`src/design/i2c_eeb_pkg.sv`:
```
// ============================================================================
// i2c_eeb_pkg
// Shared types and constants for the I2C EEPROM byte master.
// ============================================================================
package i2c_eeb_pkg;

    // Command codes carried by each tick
    localparam logic [1:0] CMD_TICK  = 2'd0;
    localparam logic [1:0] CMD_WRITE = 2'd1;
    localparam logic [1:0] CMD_READ  = 2'd2;

    // Configuration register indexes
    localparam logic [1:0] CFG_DEVICE_SELECT = 2'd0;
    localparam logic [1:0] CFG_HALF_PERIOD   = 2'd1;
    localparam logic [1:0] CFG_WRITE_WAIT    = 2'd2;

    // Reset values of the configuration registers
    localparam logic [6:0]  DEVICE_SELECT_RST = 7'd80;
    localparam logic [7:0]  HALF_PERIOD_RST   = 8'd5;
    localparam logic [15:0] WRITE_WAIT_RST    = 16'd100;

    // Bus sequencer steps
    localparam int unsigned STEP_W = 4;
    localparam logic [STEP_W-1:0] ST_IDLE      = 4'd0;
    localparam logic [STEP_W-1:0] ST_START_A   = 4'd1;
    localparam logic [STEP_W-1:0] ST_START_B   = 4'd2;
    localparam logic [STEP_W-1:0] ST_BIT_LOW   = 4'd3;
    localparam logic [STEP_W-1:0] ST_BIT_HIGH  = 4'd4;
    localparam logic [STEP_W-1:0] ST_ACK_LOW   = 4'd5;
    localparam logic [STEP_W-1:0] ST_ACK_HIGH  = 4'd6;
    localparam logic [STEP_W-1:0] ST_STOP_A    = 4'd7;
    localparam logic [STEP_W-1:0] ST_STOP_B    = 4'd8;
    localparam logic [STEP_W-1:0] ST_STOP_C    = 4'd9;
    localparam logic [STEP_W-1:0] ST_RD_LOW    = 4'd10;
    localparam logic [STEP_W-1:0] ST_RD_HIGH   = 4'd11;
    localparam logic [STEP_W-1:0] ST_NACK_LOW  = 4'd12;
    localparam logic [STEP_W-1:0] ST_NACK_HIGH = 4'd13;
    localparam logic [STEP_W-1:0] ST_WAIT      = 4'd14;

    // Byte positions within a transaction
    localparam logic [1:0] BYTE_DEVICE  = 2'd0;
    localparam logic [1:0] BYTE_ADDRESS = 2'd1;
    localparam logic [1:0] BYTE_DATA    = 2'd2;
    localparam logic [1:0] BYTE_READ    = 2'd3;

    localparam logic [3:0] BITS_PER_BYTE = 4'd8;

    // Configuration seen by the sequencer
    typedef struct packed {
        logic [6:0]  device_select;
        logic [7:0]  half_period;
        logic [15:0] write_wait;
    } cfg_t;

    // One input tick
    typedef struct packed {
        logic [1:0] cmd;
        logic [7:0] mem_addr;
        logic [7:0] write_data;
        logic       sda_in;
    } item_t;

    // One result
    typedef struct packed {
        logic       scl;
        logic       sda_out;
        logic       busy_res;
        logic [7:0] read_data;
        logic       read_valid;
        logic       rejected;
    } result_t;

endpackage

```
`src/design/i2c_eeb_cfg.sv`:
```
// ============================================================================
// i2c_eeb_cfg
// Configuration register file: decodes indexed writes into three registers.
// ============================================================================
module i2c_eeb_cfg (
    input  logic               clk,
    input  logic               rst_n,
    input  logic               cfg_write,
    input  logic [1:0]         cfg_index,
    input  logic [15:0]        cfg_data,
    output i2c_eeb_pkg::cfg_t  cfg
);
    import i2c_eeb_pkg::*;

    logic [6:0]  device_select_reg;
    logic [7:0]  half_period_reg;
    logic [15:0] write_wait_reg;

    // Register writes; an index beyond the list is ignored.
    always_ff @(posedge clk or negedge rst_n)
    begin
        if (!rst_n)
        begin
            device_select_reg <= DEVICE_SELECT_RST;
            half_period_reg   <= HALF_PERIOD_RST;
            write_wait_reg    <= WRITE_WAIT_RST;
        end
        else if (cfg_write)
        begin
            unique case (cfg_index)
                CFG_DEVICE_SELECT: device_select_reg <= cfg_data[6:0];
                CFG_HALF_PERIOD:   half_period_reg   <= cfg_data[7:0];
                CFG_WRITE_WAIT:    write_wait_reg    <= cfg_data;
                default:           ;
            endcase
        end
    end

    assign cfg.device_select = device_select_reg;
    assign cfg.half_period   = half_period_reg;
    assign cfg.write_wait    = write_wait_reg;

endmodule

```
`src/design/i2c_eeb_seq.sv`:
```
// ============================================================================
// i2c_eeb_seq
// Bus sequencer: advances the I2C state by one tick per enabled cycle and
// forms the result of that tick.
// ============================================================================
module i2c_eeb_seq (
    input  logic                  clk,
    input  logic                  rst_n,
    input  logic                  step_en,
    input  i2c_eeb_pkg::item_t    item,
    input  i2c_eeb_pkg::cfg_t     cfg,
    output i2c_eeb_pkg::result_t  res
);
    import i2c_eeb_pkg::*;

    logic [STEP_W-1:0] step_reg,     step_next;
    logic [3:0]        bit_reg,      bit_next;
    logic [1:0]        byte_reg,     byte_next;
    logic [7:0]        shift_reg,    shift_next;
    logic [15:0]       tick_reg,     tick_next;
    logic              is_read_reg,  is_read_next;
    logic [7:0]        addr_reg,     addr_next;
    logic [7:0]        data_reg,     data_next;
    logic              scl_reg,      scl_next;
    logic              sda_reg,      sda_next;
    logic [7:0]        result_reg,   result_next;

    logic              is_cmd;
    logic              entering;
    logic [15:0]       tick_inc;
    logic [15:0]       phase_len;
    logic              phase_done;
    logic [3:0]        bit_inc;
    logic              read_done;

    assign is_cmd   = (item.cmd == CMD_WRITE) || (item.cmd == CMD_READ);
    assign tick_inc = tick_reg + 16'd1;
    assign bit_inc  = bit_reg + 4'd1;

    // Length of the current phase; a zero half period counts as one tick.
    always_comb
    begin
        if (step_reg == ST_WAIT)
            phase_len = cfg.write_wait;
        else if (cfg.half_period == 8'd0)
            phase_len = 16'd1;
        else
            phase_len = {8'd0, cfg.half_period};
    end

    assign phase_done = (tick_inc >= phase_len);

    // Next-state logic for one tick.
    always_comb
    begin
        step_next    = step_reg;
        bit_next     = bit_reg;
        byte_next    = byte_reg;
        shift_next   = shift_reg;
        tick_next    = tick_reg;
        is_read_next = is_read_reg;
        addr_next    = addr_reg;
        data_next    = data_reg;
        result_next  = result_reg;
        entering     = 1'b0;
        read_done    = 1'b0;

        if (step_reg == ST_IDLE)
        begin
            if (is_cmd)
            begin
                is_read_next = (item.cmd == CMD_READ);
                addr_next    = item.mem_addr;
                data_next    = item.write_data;
                byte_next    = BYTE_DEVICE;
                bit_next     = 4'd0;
                shift_next   = {cfg.device_select, 1'b0};
                step_next    = ST_START_A;
                entering     = 1'b1;
            end
        end
        else
        begin
            tick_next = tick_inc;
            if (phase_done)
            begin
                entering = 1'b1;
                unique case (step_reg)
                    ST_START_A: step_next = ST_START_B;
                    ST_START_B:
                    begin
                        bit_next  = 4'd0;
                        step_next = ST_BIT_LOW;
                    end
                    ST_BIT_LOW: step_next = ST_BIT_HIGH;
                    ST_BIT_HIGH:
                    begin
                        shift_next = {shift_reg[6:0], 1'b0};
                        bit_next   = bit_inc;
                        step_next  = (bit_inc >= BITS_PER_BYTE) ? ST_ACK_LOW : ST_BIT_LOW;
                    end
                    ST_ACK_LOW: step_next = ST_ACK_HIGH;
                    ST_ACK_HIGH:
                    begin
                        if (byte_reg == BYTE_DEVICE)
                        begin
                            byte_next  = BYTE_ADDRESS;
                            shift_next = addr_reg;
                            bit_next   = 4'd0;
                            step_next  = ST_BIT_LOW;
                        end
                        else if (byte_reg == BYTE_ADDRESS)
                        begin
                            if (is_read_reg)
                                step_next = ST_STOP_A;
                            else
                            begin
                                byte_next  = BYTE_DATA;
                                shift_next = data_reg;
                                bit_next   = 4'd0;
                                step_next  = ST_BIT_LOW;
                            end
                        end
                        else if (byte_reg == BYTE_DATA && is_read_reg)
                        begin
                            byte_next  = BYTE_READ;
                            shift_next = 8'd0;
                            bit_next   = 4'd0;
                            step_next  = ST_RD_LOW;
                        end
                        else
                            step_next = ST_STOP_A;
                    end
                    ST_RD_LOW: step_next = ST_RD_HIGH;
                    ST_RD_HIGH:
                    begin
                        shift_next = {shift_reg[6:0], item.sda_in};
                        bit_next   = bit_inc;
                        step_next  = (bit_inc >= BITS_PER_BYTE) ? ST_NACK_LOW : ST_RD_LOW;
                    end
                    ST_NACK_LOW:  step_next = ST_NACK_HIGH;
                    ST_NACK_HIGH: step_next = ST_STOP_A;
                    ST_STOP_A:    step_next = ST_STOP_B;
                    ST_STOP_B:    step_next = ST_STOP_C;
                    ST_STOP_C:
                    begin
                        if (!is_read_reg)
                            step_next = (cfg.write_wait != 16'd0) ? ST_WAIT : ST_IDLE;
                        else if (byte_reg == BYTE_ADDRESS)
                        begin
                            // Repeated transaction for the read phase
                            byte_next  = BYTE_DATA;
                            shift_next = {cfg.device_select, 1'b1};
                            step_next  = ST_START_A;
                        end
                        else
                        begin
                            result_next = shift_reg;
                            read_done   = 1'b1;
                            step_next   = ST_IDLE;
                        end
                    end
                    default: step_next = ST_IDLE;
                endcase
            end
        end

        // Line levels set on entry to a step
        scl_next = scl_reg;
        sda_next = sda_reg;
        if (entering)
        begin
            tick_next = 16'd0;
            unique case (step_next) inside
                ST_START_A:
                begin
                    scl_next = 1'b1;
                    sda_next = 1'b1;
                end
                ST_START_B, ST_STOP_B:
                begin
                    scl_next = 1'b1;
                    sda_next = 1'b0;
                end
                ST_BIT_LOW:
                begin
                    scl_next = 1'b0;
                    sda_next = shift_next[7];
                end
                ST_BIT_HIGH: scl_next = 1'b1;
                ST_ACK_LOW, ST_RD_LOW, ST_NACK_LOW:
                begin
                    scl_next = 1'b0;
                    sda_next = 1'b1;
                end
                ST_STOP_A:
                begin
                    scl_next = 1'b0;
                    sda_next = 1'b0;
                end
                default:
                begin
                    scl_next = 1'b1;
                    sda_next = 1'b1;
                end
            endcase
        end
    end

    // Sequencer state
    always_ff @(posedge clk or negedge rst_n)
    begin
        if (!rst_n)
        begin
            step_reg    <= ST_IDLE;
            bit_reg     <= 4'd0;
            byte_reg    <= BYTE_DEVICE;
            shift_reg   <= 8'd0;
            tick_reg    <= 16'd0;
            is_read_reg <= 1'b0;
            addr_reg    <= 8'd0;
            data_reg    <= 8'd0;
            scl_reg     <= 1'b1;
            sda_reg     <= 1'b1;
            result_reg  <= 8'd0;
        end
        else if (step_en)
        begin
            step_reg    <= step_next;
            bit_reg     <= bit_next;
            byte_reg    <= byte_next;
            shift_reg   <= shift_next;
            tick_reg    <= tick_next;
            is_read_reg <= is_read_next;
            addr_reg    <= addr_next;
            data_reg    <= data_next;
            scl_reg     <= scl_next;
            sda_reg     <= sda_next;
            result_reg  <= result_next;
        end
    end

    // Result of this tick
    assign res.scl        = scl_next;
    assign res.sda_out    = sda_next;
    assign res.busy_res   = (step_next != ST_IDLE);
    assign res.read_data  = result_next;
    assign res.read_valid = read_done;
    assign res.rejected   = is_cmd && (step_reg != ST_IDLE);

    // A completed read always returns the sequencer to idle.
    a_read_ends_idle: assert property (@(posedge clk) disable iff (!rst_n)
        step_en && read_done |=> step_reg == ST_IDLE)
        else $error("read completion did not return to idle");

    // The bit counter never passes one byte.
    a_bit_range: assert property (@(posedge clk) disable iff (!rst_n)
        bit_reg <= BITS_PER_BYTE)
        else $error("bit index out of range");

    // Without a tick the sequencer state holds.
    a_hold_without_tick: assert property (@(posedge clk) disable iff (!rst_n)
        !step_en |=> $stable(step_reg) && $stable(tick_reg))
        else $error("sequencer moved without a tick");

    // A read result is only signalled while leaving the final stop.
    a_read_from_stop: assert property (@(posedge clk) disable iff (!rst_n)
        read_done |-> step_reg == ST_STOP_C && is_read_reg)
        else $error("read result outside the final stop");

endmodule

```
`src/design/i2c_eeprom_byte_master_core.sv`:
```
// ============================================================================
// i2c_eeprom_byte_master_core
// I2C master for a serial EEPROM: single-byte write and random read.
// ============================================================================
// Usage
//   The input channel (in_valid/in_stall) carries one timing tick per
//   transaction with cmd, mem_addr, write_data and the sampled sda_in. Every
//   accepted tick produces exactly one result transaction on the output
//   channel (out_valid/out_stall) with the SCL and SDA drive levels, the busy
//   flag, the last read byte, a read-complete strobe and a rejection flag.
//   A tick passes through the input register and then the result register,
//   with the sequencer update between the two registers; throughput is one
//   tick per cycle while out_stall does not hold the result register.
//   When out_stall is high the result register holds; the input register
//   keeps one more tick and in_stall rises only once both are full.
//   Configuration (device_select, half_period, write_wait) is written through
//   cfg_write/cfg_index/cfg_data while no tick is held in either register.
//   Reset returns the sequencer to idle with both lines released, clears the
//   read byte and loads the default configuration.
// ============================================================================
module i2c_eeprom_byte_master_core (
    input  logic        clk,
    input  logic        rst_n,
    // Configuration write port
    input  logic        cfg_write,
    input  logic [1:0]  cfg_index,
    input  logic [15:0] cfg_data,
    // Input channel
    input  logic        in_valid,
    output logic        in_stall,
    input  logic [1:0]  cmd,
    input  logic [7:0]  mem_addr,
    input  logic [7:0]  write_data,
    input  logic        sda_in,
    // Output channel
    output logic        out_valid,
    input  logic        out_stall,
    output logic        scl,
    output logic        sda_out,
    output logic        busy_res,
    output logic [7:0]  read_data,
    output logic        read_valid,
    output logic        rejected
);
    import i2c_eeb_pkg::*;

    cfg_t    cfg;
    item_t   item_reg;
    logic    item_valid_reg, item_valid_next;
    result_t res;
    result_t res_reg;
    logic    out_valid_reg, out_valid_next;
    logic    step_en;
    logic    in_take;

    // Configuration registers
    i2c_eeb_cfg u_cfg (
        .clk       (clk),
        .rst_n     (rst_n),
        .cfg_write (cfg_write),
        .cfg_index (cfg_index),
        .cfg_data  (cfg_data),
        .cfg       (cfg)
    );

    // Handshake: a held tick advances whenever the result register is free.
    assign step_en         = item_valid_reg && (!out_valid_reg || !out_stall);
    assign in_stall        = item_valid_reg && !step_en;
    assign in_take         = in_valid && !in_stall;
    assign item_valid_next = in_take || (item_valid_reg && !step_en);
    assign out_valid_next  = step_en || (out_valid_reg && out_stall);

    // Input register
    always_ff @(posedge clk or negedge rst_n)
    begin
        if (!rst_n)
            item_valid_reg <= 1'b0;
        else
            item_valid_reg <= item_valid_next;
    end

    always_ff @(posedge clk)
    begin
        if (in_take)
        begin
            item_reg.cmd        <= cmd;
            item_reg.mem_addr   <= mem_addr;
            item_reg.write_data <= write_data;
            item_reg.sda_in     <= sda_in;
        end
    end

    // Bus sequencer
    i2c_eeb_seq u_seq (
        .clk     (clk),
        .rst_n   (rst_n),
        .step_en (step_en),
        .item    (item_reg),
        .cfg     (cfg),
        .res     (res)
    );

    // Result register
    always_ff @(posedge clk or negedge rst_n)
    begin
        if (!rst_n)
            out_valid_reg <= 1'b0;
        else
            out_valid_reg <= out_valid_next;
    end

    always_ff @(posedge clk)
    begin
        if (step_en)
            res_reg <= res;
    end

    assign out_valid  = out_valid_reg;
    assign scl        = res_reg.scl;
    assign sda_out    = res_reg.sda_out;
    assign busy_res   = res_reg.busy_res;
    assign read_data  = res_reg.read_data;
    assign read_valid = res_reg.read_valid;
    assign rejected   = res_reg.rejected;

endmodule
```
`config.mk`:
```
export PLATFORM = sky130hd
export DESIGN_NAME = i2c_eeprom_byte_master_core
export DESIGN_NICKNAME = d
export VERILOG_FILES = /design/src/design/i2c_eeb_pkg.sv /design/src/design/i2c_eeb_cfg.sv /design/src/design/i2c_eeb_seq.sv /design/src/design/i2c_eeprom_byte_master_core.sv
export SDC_FILE = /design/constraint.sdc
export NUM_CORES = 1
export LEC_CHECK = 0
export ABC_CLOCK_PERIOD_IN_PS = 4730
export BUFFER_PORTS_ARGS = -buffer_cell sky130_fd_sc_hd__buf_2
export CORE_ASPECT_RATIO = 0.8
export CORE_MARGIN = 10
export CORE_UTILIZATION = 54
export DETAILED_ROUTE_END_ITERATION = 7
export PLACE_DENSITY = 0.76
export SLEW_MARGIN = 25
export SYNTH_ARGS = -nofsm -noshare
export SYNTH_HDL_FRONTEND = slang
export SYNTH_HIERARCHICAL = 1
export SYNTH_SLANG_ARGS = --single-unit
```
`constraint.sdc`:
```
create_clock -name clk -period 4.73 [get_ports clk]
set_clock_uncertainty 0.05 [all_clocks]
set_input_delay 0.2365 -clock clk [delete_from_list [all_inputs] [get_ports clk]]
set_output_delay 0.2365 -clock clk [all_outputs]
set_load 0.005 [all_outputs]
```
# Yosys cells after proc, flatten, opt, wreduce, memory -nomap -nowiden
# Cells that the tools add are included.
[totals]
output_inout_bits = 15
input_bits = 42
register_bits = 126
[classes]
mux = 58
add_sub_neg = 2
n_lt_le_gt_ge = 2
eq_ne = 34
n_reduce_logical = 37
bitwise_logic = 3
[op_table]
columns = ["op", "n"]
rows = [
  ["$mux W8", 15],
  ["$mux W4", 15],
  ["$pmux W4 S13", 1],
  ["$mux W16", 3],
  ["$eq A4 B4 Y1 const B", 10],
  ["$pmux W8 S4", 1],
  ["$eq A4 B3 Y1 const B", 7],
  ["$mux W2", 9],
  ["$add A16 B1 Y16 const B", 1],
  ["$eq A4 B2 Y1 const B", 4],
  ["$ge A16 B16 Y1", 1],
  ["$reduce_and A8 Y1", 2],
  ["$reduce_bool A16 Y1", 1],
  ["$pmux W4 S3", 1],
  ["$reduce_bool A4 Y1", 3],
  ["$mux W3", 3],
  ["$logic_not A8 Y1", 1],
  ["$mux W1", 8],
  ["$reduce_and A2 Y1", 4],
  ["$eq A2 B1 Y1 const B", 3],
  ["$eq A2 B2 Y1 const B", 3],
  ["$logic_and A1 B1 Y1", 6],
  ["$ne A3 B1 Y1 const B", 2],
  ["$reduce_and A6 Y1", 1],
  ["other kinds (21)", 31],
]

# Longest topological paths before layout
[logic_depth]
ltp_word = 12
mapped_depth = 18
ltp_nobuf = 16

# Hierarchy
# Netlist, hierarchy kept.
[by_module_without_submodules]
columns = ["module", "cells_per_inst", "n_inst", "area_each_um2", "seq_area_each_um2"]
rows = [
  ["i2c_eeb_seq", 452, 1, 4305.4, 1529.0],
  ["i2c_eeb_cfg", 66, 1, 1197.4, 784.5],
  ["i2c_eeprom_byte_master_core", 40, 1, 1053.5, 1011.0],
]

# Worst setup path before layout
# OpenSTA, ideal clock, no wires.
[synth_timing]
path_kind = "register -> register"
startpoint = "register u_seq.step_reg[3]"
endpoint = "register res_reg, in the netlist scl (data pin)"
path_stages_with_launch = 17
t_required_ns = 4.429
arrival_time_ns = 4.105
path_buffers = 4
synth_period_minus_slack_ns = 4.406
setup_slack_ns = 0.324
setup_ns = 0.251
path_cell_list = "dfrtp_1 > buf_2 > inv_1 > nor4_2 > clkbuf_1 > nand2_1 > ha_1 > nand2_2 > nor4_4 > nand2_1 > and3_4 > buf_6 > o21a_4 > and2_4 > a211o_1 > mux2_2 > buf_4"
[synth_via]
elab_chain_cells = 9
elab_cells_between_ends = 31
classes_between = "order compare (1); eq/ne (19); mux (9); reduce/logical (2)"
[synth_lines]
columns = ["item", "line_no", "source"]
rows = [
  ["start, declared", "i2c_eeb_seq.sv:16", "logic [STEP_W-1:0] step_reg, step_next;"],
  ["start signal, assigned", "i2c_eeb_seq.sv:229", "step_reg <= step_next;"],
  ["$eq A4 B4 Y1", "i2c_eeb_seq.sv:43", "if (step_reg == ST_WAIT)"],
  ["$mux W16", "i2c_eeb_seq.sv:43", ""],
  ["$ge A16 B16 Y1", "i2c_eeb_seq.sv:51", "assign phase_done = (tick_inc >= phase_len);"],
  ["$mux W4", "i2c_eeb_seq.sv:85", "if (phase_done)"],
  ["$mux W4", "i2c_eeb_seq.sv:68", "if (step_reg == ST_IDLE)"],
  ["$eq A4 B3 Y1 (no line) (tied with other cells)", "--", ""],
  ["$reduce_or A5 Y1 (no line)", "--", ""],
  ["$mux W1", "i2c_eeb_seq.sv:174", "unique case (step_next) inside"],
  ["$mux W1 *", "i2c_eeb_seq.sv:171", "if (entering)"],
  ["via u_seq.scl_next", "i2c_eeb_seq.sv:24", "logic scl_reg, scl_next;"],
  ["end signal, assigned", "i2c_eeprom_byte_master_core.sv:115", "res_reg <= res;"],
  ["end, declared", "i2c_eeprom_byte_master_core.sv:51", "result_t res_reg;"],
]
# The timed path passes the listed nets; every way through them passes the cells marked *.
# A chain may end at the register's enable or synchronous reset.

==> flow_metrics.env <==
export IMPL_outcome="finished, final reports clean"
export IMPL_vias=4892
export IMPL_synthDominantCellAreaShare_pct=32.4
export IMPL_route_met3_wl_um=1330
export IMPL_synth_cell_area_sq_mm=0.00656
export IMPL_fin_area_sq_mm=0.00778
export IMPL_cts_reportedPaths_clkPinSlew_ps=60
export IMPL_synth_top_family_by_area="multiplexers"
export IMPL_grt_util_all_layers_pct=18.5
export IMPL_first_pass_grt_wire_length_um=25300
export IMPL_r2r_start="u_seq/tick_reg[2]$_DFFE_PN0P_"
export IMPL_mostFrequentLayoutCell="dfrtp_1"
export IMPL_die_x_um=143
export IMPL_drt_total_wl_um=15700
export IMPL_syn_num_nets=619
export IMPL_critPathMaxFanout=13
export IMPL_syn_inst=558
export IMPL_synth_xor_area_share_pct=2.14
export IMPL_design_final_nets=703
export IMPL_design_portCount=57
export IMPL_synthesis_to_layout_area_growth_pct=18.7
export IMPL_final_max_slew_violation_count=0
export IMPL_setup_tns_final_ps=0
export IMPL_number_of_distinct_standard_cells_referenced_by_the_synthesized_netlist=73
export IMPL_ys_top_cells_by_area="dfrtp_1 (32%), edfxtp_1 (15%), mux2_2 (12%)"
export IMPL_place_gp_congestion=0.900
export IMPL_required_ps=4840
export IMPL_cts_root_to_sink_buffers=2
export IMPL_initial_antenna_violation_count=1
export IMPL_portBuffers=56
export IMPL_highest_layer="met4"
export IMPL_hold_path_depth=2
export IMPL_first_pass_iteration_count_of_the_detailed_router=5
export IMPL_max_reg_flops=19
export IMPL_synth_top_cell_by_area="dfrtp_1"
export IMPL_reg2reg_depth=16
export IMPL_filler_cell_count=845
export IMPL_worstHoldPathType="in -> reg"
export IMPL_timing_fmax_ghz=0.223
export IMPL_met1Wirelength_um=6770
export IMPL_place_area_sq_mm=0.00692
export IMPL_hold_path_endpoint="u_cfg/write_wait_reg[11]$_DFFE_PN0P_"
export IMPL_drt_initial_drc_count=518
export IMPL_first_global_vias=4937
export IMPL_cts_tree="built"
export IMPL_ir_worst_vdd_mv=0.338
export IMPL_power_per_unit_of_standard_cell_area_mw_per_mm2=501
export IMPL_cts_setup_buffers=0
export IMPL_chipHeight_um=119
export IMPL_r2r_slack_ps=240
export IMPL_fp_coreArea_sq_mm=0.0117
export IMPL_synth_mux_area_share_pct=13.9
export IMPL_post_drt_wl_per_cell_um=19.6
export IMPL_cap_viol_max_count=0
export IMPL_die_area_sq_mm=0.0170
export IMPL_timing_rr_end="scl$_DFFE_PP_"
export IMPL_finalSetupViolCount=0
export IMPL_ys_warnings_count=6
export IMPL_layout_common_cells="dfrtp_1 (85), mux2_2 (72), buf_2 (55)"
export IMPL_worstPathArrival_ps=4600
export IMPL_tritoncts_num_buffers=17
export IMPL_ys_seq_elements=126
export IMPL_synth_fa_ha_area_share_pct=3.63
export IMPL_worstSetupPathType="reg -> reg"
export IMPL_synth_async_reset_ratio_pct=74.6
export IMPL_cts_num_sinks=126
export IMPL_via_per_inst=6.08
export IMPL_period_needed_ps=4490
export IMPL_initial_core_util_pct=56.1
export IMPL_slew_headroom_pct=43.7
export IMPL_dr_wl_met2_um=7290
export IMPL_total_leakage_power_nw=3.43
export IMPL_grt_max_degree=52
export IMPL_drc=0
export IMPL_dominantRegCellSynth="dfrtp_1"
export IMPL_synth_simple_gate_area_share_pct=13.2
export IMPL_synth_area_per_cell_sq_um=11.7
export IMPL_worst_slew_pin_slew_ps=845
export IMPL_worstHoldStart="cfg_data[11]"
export IMPL_clock_insertion_delay_worst_skew_ps=410
export IMPL_antenna_violating_nets_post_route=0
export IMPL_std_cell_rows=35
export IMPL_post_dp_hpwl_um=10700
export IMPL_seq_area_frac_synth_pct=50.7
export IMPL_timing_final_crit_share_pct=94.9
export IMPL_globalRoute_totalOverflow=0
export IMPL_h_tree_depth=4
export IMPL_critical_path_sink_type="flip-flop"
export IMPL_synth_compound_area_share_pct=13.3
export IMPL_final_hold_violation_count=0
export IMPL_cts_root_buf="clkbuf_16"
export IMPL_layout_drive_gt1_share_pct=30.7
export IMPL_synth_edff_count=32
export IMPL_start_kind="flip-flop"
-- metal layers --
layer | up-vias | global-route usage (%)
li1 | 2250 | -
met1 | 2385 | 23.8
met2 | 224 | 28.5
met3 | 33 | 6.56
met4 | 0 | 5.98
met5 | - | 0
-- worst max-delay path, stage by stage, from the launching register on --
cell      delay (ps)
dfrtp_1          430
nand3_1          120
nor2_1           160
and3_1           240
and4_1           260
and4_1           220
and3_1           180
xor2_1           220
ha_1             230
nand2_2          100
nor4_4           400
o311ai_4         220
and3_4           300
o32ai_4          350
o21ai_0          140
a211o_1          330
mux2_2           260
-- layout make-up --
type | instances | area [sq um] | area share, %
Inverter | 13 | 48.8 | 0.627
Clock buffer | 17 | 425 | 5.47
Timing Repair Buffer | 89 | 596 | 7.66
Antenna cell | 1 | 2.50 | 0.0322
Multi-Input combinational cell | 395 | 3050 | 39.2
Clock inverter | 15 | 151 | 1.95
Tap cell | 148 | 185 | 2.38
Sequential cell | 126 | 3320 | 42.7
-- cell families after synthesis --
group,after synthesis
adders and majority gates,19
and+or+nand+nor,155
xor gates and xnor gates,16
DFF,126
AOI/OAI and AO/OA,123
muxes,82
buffers and inverters,37
-- worst max-delay path by stage --
| stage | from | to | slack [ps] | depth (start not counted) |
|---|---|---|---|---|
| after floorplan | u_seq/step_reg[3]$_DFFE_PN0P_ | scl$_DFFE_PP_ | 320 | 16 |
| after global placement | u_seq/tick_reg[2]$_DFFE_PN0P_ | scl$_DFFE_PP_ | 550 | 16 |
| after detailed placement | u_seq/tick_reg[2]$_DFFE_PN0P_ | scl$_DFFE_PP_ | 330 | 16 |
| after CTS | u_seq/tick_reg[2]$_DFFE_PN0P_ | scl$_DFFE_PP_ | 220 | 16 |
| after global routing | u_seq/tick_reg[2]$_DFFE_PN0P_ | scl$_DFFE_PP_ | -2 | 16 |
| final | u_seq/tick_reg[2]$_DFFE_PN0P_ | scl$_DFFE_PP_ | 240 | 16 |
-- Yosys cell counts (all sizes together), types with 3 or more instances --
master	n
nand2	44
or2	3
o21ai	23
inv	13
ha	19
a21o	3
mux2i	10
nor4	8
a21oi	36
a22o	14
a211oi	3
o21a	4
nand3	18
nand3b	6
xnor2	9
dfstp	9
nor2	28
mux2	72
and3	8
nor2b	14
o22ai	7
xor2	7
a31oi	6
o21bai	3
clkbuf	14
buf	10
nand4	5
o31ai	3
dfrtp	85
edfxtp	32
nand2b	7
nor3	5
-- where the power goes --
group | total [mW] | internal (mW) | switching, mW
Combinational | 1.17 | 0.503 | 0.662
Sequential | 1.47 | 1.30 | 0.164
Clock | 1.26 | 0.739 | 0.525
Total | 3.89 | 2.54 | 1.35
-- timing repair --
action                     CTS  global route
hold endpoints to repair    69             0
hold buffers                26             0
gates resized for setup      0             3
setup endpoints to repair    0             2
-- metrics by stage --
| step | hold WS, ps | worst slack, ps | power (mW) | cells | util [%] |
|---|---|---|---|---|---|
| 2_1_floorplan | -109 | 324 | 2.30 | 558 | - |
| 3_3_place_gp | 252 | 548 | 2.52 | 745 | 59.2 |
| 3_5_place_dp | 262 | 329 | 2.57 | 745 | 59.2 |
| 4_1_cts | 0.130 | 224 | 3.86 | 803 | 66.4 |
| 5_1_grt | 2.63 | -2.12 | 4.09 | 804 | 66.5 |
| 6_report | 16.5 | 240 | 3.89 | 804 | 66.5 |
No activity file was read; power rests on OpenSTA's default activity.
